`src/design/pcv_pkg.sv`:
```
package pcv_pkg;

  localparam logic [7:0] LENGTH_CAP_RESET = 8'd128;
  localparam logic [7:0] COUNT_MAX        = 8'd255;
  localparam logic [2:0] BASE_SAT         = 3'd5;
  localparam int         BASE_DEPTH       = 4;

  localparam logic [7:0] CH_SPACE = 8'h20;
  localparam logic [7:0] CH_DOT   = 8'h2E;
  localparam logic [7:0] CH_SLASH = 8'h2F;
  localparam logic [7:0] CH_BSL   = 8'h5C;
  localparam logic [7:0] CH_COLON = 8'h3A;
  localparam logic [7:0] CH_DEL   = 8'h7F;
  localparam logic [7:0] CH_ONE   = 8'h31;
  localparam logic [7:0] CH_NINE  = 8'h39;
  localparam logic [7:0] CH_UP_A  = 8'h41;
  localparam logic [7:0] CH_UP_Z  = 8'h5A;
  localparam logic [7:0] CASE_BIT = 8'h20;

  localparam logic [23:0] NAME_CON = 24'h636F6E;
  localparam logic [23:0] NAME_PRN = 24'h70726E;
  localparam logic [23:0] NAME_AUX = 24'h617578;
  localparam logic [23:0] NAME_NUL = 24'h6E756C;
  localparam logic [23:0] NAME_COM = 24'h636F6D;
  localparam logic [23:0] NAME_LPT = 24'h6C7074;

  localparam logic [7:0] LEAD2_LO = 8'hC2;
  localparam logic [7:0] LEAD2_HI = 8'hDF;
  localparam logic [7:0] LEAD3_LO = 8'hE0;
  localparam logic [7:0] LEAD3_SUR = 8'hED;
  localparam logic [7:0] LEAD3_HI = 8'hEF;
  localparam logic [7:0] LEAD4_LO = 8'hF0;
  localparam logic [7:0] LEAD4_HI = 8'hF4;
  localparam logic [7:0] CONT_LO  = 8'h80;
  localparam logic [7:0] CONT_HI  = 8'hBF;
  localparam logic [7:0] CONT_A0  = 8'hA0;
  localparam logic [7:0] CONT_9F  = 8'h9F;
  localparam logic [7:0] CONT_90  = 8'h90;
  localparam logic [7:0] CONT_8F  = 8'h8F;

  typedef enum logic [2:0] {
    RNG_ANY   = 3'd0,
    RNG_A0_BF = 3'd1,
    RNG_80_9F = 3'd2,
    RNG_90_BF = 3'd3,
    RNG_80_8F = 3'd4
  } cont_range_t;

  typedef struct packed {
    logic [1:0]  left;
    cont_range_t range;
  } utf8_state_t;

endpackage

```
`src/design/pcv_utf8.sv`:
```
module pcv_utf8 (
  input  pcv_pkg::utf8_state_t cur,
  input  logic [7:0]           data,
  output pcv_pkg::utf8_state_t nxt,
  output logic                 error
);
  import pcv_pkg::*;

  logic [7:0] lo;
  logic [7:0] hi;

  always_comb begin
    lo = CONT_LO;
    hi = CONT_HI;
    unique case (cur.range)
      RNG_ANY:   ;
      RNG_A0_BF: lo = CONT_A0;
      RNG_80_9F: hi = CONT_9F;
      RNG_90_BF: lo = CONT_90;
      RNG_80_8F: hi = CONT_8F;
      default:   ;
    endcase
  end

  always_comb begin
    nxt   = cur;
    error = 1'b0;
    if (cur.left != 2'd0) begin
      error     = (data < lo) || (data > hi);
      nxt.range = RNG_ANY;
      nxt.left  = cur.left - 2'd1;
    end else if (data <= CH_DEL) begin
      nxt = cur;
    end else if (data >= LEAD2_LO && data <= LEAD2_HI) begin
      nxt.left  = 2'd1;
      nxt.range = RNG_ANY;
    end else if (data >= LEAD3_LO && data <= LEAD3_HI) begin
      nxt.left  = 2'd2;
      nxt.range = (data == LEAD3_LO) ? RNG_A0_BF :
                  (data == LEAD3_SUR) ? RNG_80_9F : RNG_ANY;
    end else if (data >= LEAD4_LO && data <= LEAD4_HI) begin
      nxt.left  = 2'd3;
      nxt.range = (data == LEAD4_LO) ? RNG_90_BF :
                  (data == LEAD4_HI) ? RNG_80_8F : RNG_ANY;
    end else begin
      error = 1'b1;
    end
  end

endmodule

```
`src/design/path_component_validator.sv`:
```
// Channel   Handshake                    Payload
// item      item_valid / item_stall      has_byte, data_byte, last
// result    result_valid / result_stall  accepted, text_length
// config    cfg_we                       cfg_wdata (length cap)
//
// One request per cycle while item_stall is low; a result is registered when its last
// request leaves the input register. The rate is set by the single decode stage between
// the input register and the result register. rst is synchronous and clears the
// component state and sets the length cap to 128. item_stall rises only when a last
// request waits in the input register behind a result that is still stalled.
module path_component_validator (
  input  logic       clk,
  input  logic       rst,
  input  logic       cfg_we,
  input  logic [7:0] cfg_wdata,
  input  logic       item_valid,
  output logic       item_stall,
  input  logic       has_byte,
  input  logic [7:0] data_byte,
  input  logic       last,
  output logic       result_valid,
  input  logic       result_stall,
  output logic       accepted,
  output logic [7:0] text_length
);
  import pcv_pkg::*;

  logic [7:0]  length_cap;

  logic        s1_valid;
  logic        s1_has;
  logic [7:0]  s1_byte;
  logic        s1_last;
  logic        advance;

  utf8_state_t utf;
  utf8_state_t utf_next;
  utf8_state_t utf_dec;
  logic        utf_err;
  logic        reject;
  logic        reject_next;
  logic [7:0]  byte_count;
  logic [7:0]  byte_count_next;
  logic        ended;
  logic        ended_next;
  logic [7:0]  prev_byte;
  logic [7:0]  prev_byte_next;
  logic [7:0]  base_chars [BASE_DEPTH];
  logic [7:0]  base_chars_next [BASE_DEPTH];
  logic [2:0]  base_count;
  logic [2:0]  base_count_next;
  logic        dot_seen;
  logic        dot_seen_next;

  logic        take;
  logic [7:0]  low_byte;
  logic [23:0] base3;
  logic        reserved;
  logic        ok;

  assign item_stall = s1_valid && s1_last && result_valid && result_stall;
  assign advance    = s1_valid && !item_stall;
  assign take       = advance && s1_has && !ended && (s1_byte != 8'd0);
  assign low_byte   = (s1_byte >= CH_UP_A && s1_byte <= CH_UP_Z) ?
                      (s1_byte | CASE_BIT) : s1_byte;

  pcv_utf8 u_utf8 (
    .cur   (utf),
    .data  (s1_byte),
    .nxt   (utf_dec),
    .error (utf_err)
  );

  always_comb begin
    utf_next        = utf;
    reject_next     = reject;
    byte_count_next = byte_count;
    ended_next      = ended;
    prev_byte_next  = prev_byte;
    base_chars_next = base_chars;
    base_count_next = base_count;
    dot_seen_next   = dot_seen;
    if (advance && s1_has && !ended && (s1_byte == 8'd0)) begin
      ended_next = 1'b1;
    end
    if (take) begin
      if (byte_count != COUNT_MAX) begin
        byte_count_next = byte_count + 8'd1;
      end
      if (s1_byte < CH_SPACE || s1_byte == CH_DEL || s1_byte == CH_SLASH ||
          s1_byte == CH_BSL || s1_byte == CH_COLON || utf_err ||
          (s1_byte == CH_DOT && prev_byte == CH_DOT)) begin
        reject_next = 1'b1;
      end
      prev_byte_next = s1_byte;
      utf_next       = utf_dec;
      if (!dot_seen) begin
        if (s1_byte == CH_DOT) begin
          dot_seen_next = 1'b1;
        end else begin
          if (base_count < 3'(BASE_DEPTH)) begin
            base_chars_next[base_count[1:0]] = low_byte;
          end
          if (base_count < BASE_SAT) begin
            base_count_next = base_count + 3'd1;
          end
        end
      end
    end
  end

  assign base3 = {base_chars_next[0], base_chars_next[1], base_chars_next[2]};

  always_comb begin
    reserved = 1'b0;
    if (base_count_next == 3'd3) begin
      reserved = (base3 == NAME_CON) || (base3 == NAME_PRN) ||
                 (base3 == NAME_AUX) || (base3 == NAME_NUL);
    end else if (base_count_next == 3'd4) begin
      reserved = ((base3 == NAME_COM) || (base3 == NAME_LPT)) &&
                 (base_chars_next[3] >= CH_ONE) && (base_chars_next[3] <= CH_NINE);
    end
  end

  assign ok = !reject_next && (utf_next.left == 2'd0) && (byte_count_next != 8'd0) &&
              (byte_count_next < length_cap) && (prev_byte_next != CH_DOT) &&
              (prev_byte_next != CH_SPACE) && !reserved;

  always_ff @(posedge clk) begin
    if (rst) begin
      length_cap <= LENGTH_CAP_RESET;
    end else if (cfg_we) begin
      length_cap <= cfg_wdata;
    end
  end

  always_ff @(posedge clk) begin
    if (rst) begin
      s1_valid <= 1'b0;
    end else if (!item_stall) begin
      s1_valid <= item_valid;
    end
    if (item_valid && !item_stall) begin
      s1_has  <= has_byte;
      s1_byte <= data_byte;
      s1_last <= last;
    end
  end

  always_ff @(posedge clk) begin
    if (rst || (advance && s1_last)) begin
      utf        <= '{left: 2'd0, range: RNG_ANY};
      reject     <= 1'b0;
      byte_count <= 8'd0;
      ended      <= 1'b0;
      prev_byte  <= 8'd0;
      base_count <= 3'd0;
      dot_seen   <= 1'b0;
    end else begin
      utf        <= utf_next;
      reject     <= reject_next;
      byte_count <= byte_count_next;
      ended      <= ended_next;
      prev_byte  <= prev_byte_next;
      base_count <= base_count_next;
      dot_seen   <= dot_seen_next;
    end
    base_chars <= base_chars_next;
  end

  always_ff @(posedge clk) begin
    if (rst) begin
      result_valid <= 1'b0;
    end else if (advance && s1_last) begin
      result_valid <= 1'b1;
    end else if (!result_stall) begin
      result_valid <= 1'b0;
    end
    if (advance && s1_last) begin
      accepted    <= ok;
      text_length <= byte_count_next;
    end
  end

endmodule

```
`config.mk`:
```
export PLATFORM = sky130hd
export DESIGN_NAME = path_component_validator
export DESIGN_NICKNAME = d
export VERILOG_FILES = /design/src/design/pcv_pkg.sv /design/src/design/pcv_utf8.sv /design/src/design/path_component_validator.sv
export SDC_FILE = /design/constraint.sdc
export NUM_CORES = 1
export LEC_CHECK = 0
export ABC_CLOCK_PERIOD_IN_PS = 4100
export BUFFER_PORTS_ARGS = -buffer_cell sky130_fd_sc_hd__buf_2
export CORE_MARGIN = 2
export CORE_UTILIZATION = 50
export DETAILED_ROUTE_END_ITERATION = 8
export PLACE_DENSITY = 0.67
export RECOVER_POWER = 25
export REMOVE_ABC_BUFFERS = 1
export SYNTH_ARGS = -nofsm -noshare
export SYNTH_HDL_FRONTEND = slang
export SYNTH_HIERARCHICAL = 1
export SYNTH_SLANG_ARGS = --single-unit
```
`constraint.sdc`:
```
create_clock -name clk -period 4.1 [get_ports clk]
set_input_delay 0.205 -clock clk [delete_from_list [all_inputs] [get_ports clk]]
set_output_delay 0.205 -clock clk [all_outputs]
set_load 0.05 [all_outputs]
```
==> summary.txt <==
Run status
  • Status: complete, no violations

Synth
  • Post-synthesis sequential area ratio: 0.4266
  • Area contributors post-synth: dfxtp_1 (30%), edfxtp_1 (12%), mux2i_1 (6.1%), nand2_1 (5.4%), mux2_2 (4.7%)
  • Distinct cells, synth: 64
  • Mean Syn Cell Area: 9.079 sq um
  • Adder-Cell Fraction of Synth Area: 0.04102
  • Area share of the largest cell type after synthesis: 0.3019
  • Simple-gate share of the synthesized area: 0.2472
  • Cell taking the most area after synthesis: dfxtp_1
  • Syn Std Cell Area: 4576 sq um
  • Synth Register Bits: 88
  • EDFF count, synth: 19
  • Synth Area in Compound Gates: 0.1129
  • Primary FF master, synth: dfxtp_1
  • Largest family of logic cells by synthesized area: simple AND/OR/NAND/NOR gates
  • Post-Syn Instances: 504
  • Synth warn: 6
  • Post-synthesis mux area share: 0.1080
  • Asr flop ratio synth: 0
  • XOR/XNOR share of the synthesized area: 0.01340

Placement
  • Dpl cell area: 4846 sq um
  • Placed Cells: 631
  • GPL Wtd Cong: 0.8900
  • DP HPWL: 7.535 mm
  • Number of I/O port buffers: 33

Worst hold path
  • HP Class: input port to flip-flop
  • Worst Hold Depth: 1
  • Hold Startpoint: has_byte
  • Hold Path End: s1_has

Critical path
  • Max Fanout on Critical Path: 9
  • Reg2Reg Depth: 12
  • Setup CP Type: flip-flop to flip-flop
  • Setup slack, reg-to-reg: 0.38 ns
  • Crit-path max cell delay: 0.56 ns
  • Cell Chain, Critical Path: or4_4 > nor4_4 > or4_1 > mux2i_1 > inv_1 > ha_1 > a21oi_1 > nor2b_1 > a2111oi_0 > o211ai_1 > a41o_1 > nor4b_2
  • Reg2reg end: accepted
  • CP Capture Type: flip-flop
  • Worst R2R Start: s1_byte[2]
  • Arrival @ worst endpoint: 3.90 ns
  • Startpoint types: flip-flop
  • Data required, critical path: 4.29 ns
  • Crit path max-delay cell type: or4_4

Job
  • Max-cap check violation count: 0

STA
  • Slew HR: 0.4030
  • RSZ-0062 raised after global routing: false
  • Setup-failing EPs final: 0
  • Final hold violations: 0
  • Fin crit period: 3.717 ns
  • Post-Route Skew: 0.009395 ns
  • Worst-Margin Slew: 0.8936 ns
  • Tcrit/Tclk final: 0.9065
  • Fin Hold WS: 0.01953 ns
  • F_max: 269.1 MHz
  • Total negative setup slack: 0 ns
  • Slew Limit Fails: 0

GRT
  • Vias in the first global route: 3562
  • Gr ovfl total: 0
  • Initial antenna violation count: 0
  • GRT Resource Usage Total: 0.2213
  • First-pass GRT wire length: 17.55 mm
  • Largest net degree at the start of global routing: 28

Drt
  • Post-DRT Antenna Nets: 0
  • Routed wire per std cell: 16.01 microns
  • Post-route DRC: 0
  • Post-Route WL: 10.36 mm
  • Drt pass-1 iters: 5
  • DRT iter0 DRCs: 209
  • Via/cell ratio: 5.722
  • Detailed-route via count: 3702

Die
  • # IOs: 34
  • Die W: 99.66 microns
  • Initial Utilization: 0.5196
  • Number of placement rows: 34
  • Die H: 99.66 microns
  • Die area: 9932 sq um
  • Core area: 8806 sq um

CTS
  • Cts bufs inserted: 9
  • Hold buffers post-CTS: 0
  • # H-tree levels: 3
  • Number of setup buffers added after CTS: 0
  • Clock latency on the worst-skew pair: 0.35 ns
  • Post-CTS Resized: 0
  • CTS tree: built
  • Worst-path clk slew: 0.09 ns
  • Root buf cell: clkbuf_8
  • Maximum root-to-sink buffer count: 2
  • Clk sinks: 88

Cells and area
  • Share of cells above drive strength 1: 0.1707
  • Final Instance Area: 5031 sq um
  • # diodes: 0
  • Final net count: 572
  • Area growth from synthesis to final layout: 9.954%
  • Post-route insts no fill: 647
  • Multi-input logic area: 2391 sq um
  • Fill count: 808
  • Register area: 1952 sq um

Power
  • Worst-case vdd ir drop: 191.7 uV
  • Pleak: 2.123 nW
  • Power Density: 355.3 nW/um^2
layer usage:
layer,vias up,global-route usage,part of all wire
li1,1846,-,-
met1,1729,0.3179,0.49
met2,115,0.3482,0.45
met3,12,0.02952,0.050
met4,0,0.06744,0.013
met5,-,0,0
cells in the mapped netlist (5+ instances only):
cell / instances
o21ai_0: 17
nor2b_1: 15
or3_1: 6
nand3_1: 10
nor3_1: 17
nor4b_1: 5
and3_1: 6
mux2_2: 19
or4_1: 6
a21oi_1: 31
buf_2: 6
clkbuf_1: 18
ha_1: 15
inv_1: 26
edfxtp_1: 19
nor2_1: 43
dfxtp_1: 69
xnor2_1: 5
mux2i_1: 28
nand2_1: 66
worst max-delay path, delay by kind of cell, from the launching register on:
| kind | cells | cell delay [ns] |
|---|---|---|
| and+or+nand+nor | 5 | 1.43 |
| AOI/OAI and AO/OA | 4 | 0.95 |
| DFF | 1 | 0.42 |
| muxes | 1 | 0.33 |
| adders and majority gates | 1 | 0.30 |
| buffers and inverters | 1 | 0.11 |
kinds of logic (layout without fill, tap and decap cells):
family | Yosys count | count (layout)
and+or+nand+nor | 212 | 212
DFF | 88 | 88
AOI/OAI and AO/OA | 81 | 81
buffers and inverters | 54 | 89
muxes | 47 | 47
adders and majority gates | 15 | 15
xor gates and xnor gates | 7 | 7
flip-flops by register name (all words and copies together), names as in the netlist, 3 cells and up:
name,flops
s1_byte,8
text_length,8
base_count,3
byte_count,8
length_cap,8
prev_byte,8
base_chars,32
utf,5
metrics by stage:
| step | power [mW] | setup slack, ns | utilization |
|---|---|---|---|
| final | 1.788 | 0.3834 | 0.5713 |
| after global routing | 1.865 | 0.07422 | 0.5713 |
| after CTS | 1.799 | 0.3257 | 0.5719 |
| after detailed placement | 1.207 | 0.3440 | 0.5503 |
| after global placement | 1.201 | 0.5400 | 0.5503 |
| after floorplan | 1.131 | 0.4447 | - |
worst max-delay path by stage:
stage                    end  slack [ns]        from
CTS                 accepted        0.33  s1_byte[2]
detailed placement  accepted        0.34  s1_byte[2]
global route        accepted        0.07  s1_byte[2]
floorplan           accepted        0.44  s1_byte[2]
global placement    accepted        0.54  s1_byte[2]
finish              accepted        0.38  s1_byte[2]
cell type report:
type,count,area share
Tap cell,108,0.02686
Sequential cell,88,0.3880
Multi-Input combinational cell,362,0.4753
Clock buffer,13,0.02959
Timing Repair Buffer,47,0.05272
Inverter,26,0.01940
Clock inverter,3,0.008207
power by group:
part / leakage (nW) / total, mW / internal, mW / switching [mW]
Combinational: 1.28 / 0.218 / 0.0879 / 0.130
Sequential: 0.753 / 0.972 / 0.938 / 0.0336
Clock: 0.0913 / 0.598 / 0.298 / 0.300
layout by cell type, fill, tap and decap left out, types with 13 or more instances in the layout:
cell      Yosys  layout
dfxtp_1      69      69
nand2_1      66      66
nor2_1       43      43
buf_2         6      32
a21oi_1      31      31
mux2i_1      28      28
inv_1        26      26
mux2_2       19      19
edfxtp_1     19      19
nor3_1       17      17
o21ai_0      17      17
nor2b_1      15      15
ha_1         15      15
buf_4         2      13
No activity file was read; power rests on OpenSTA's default activity.
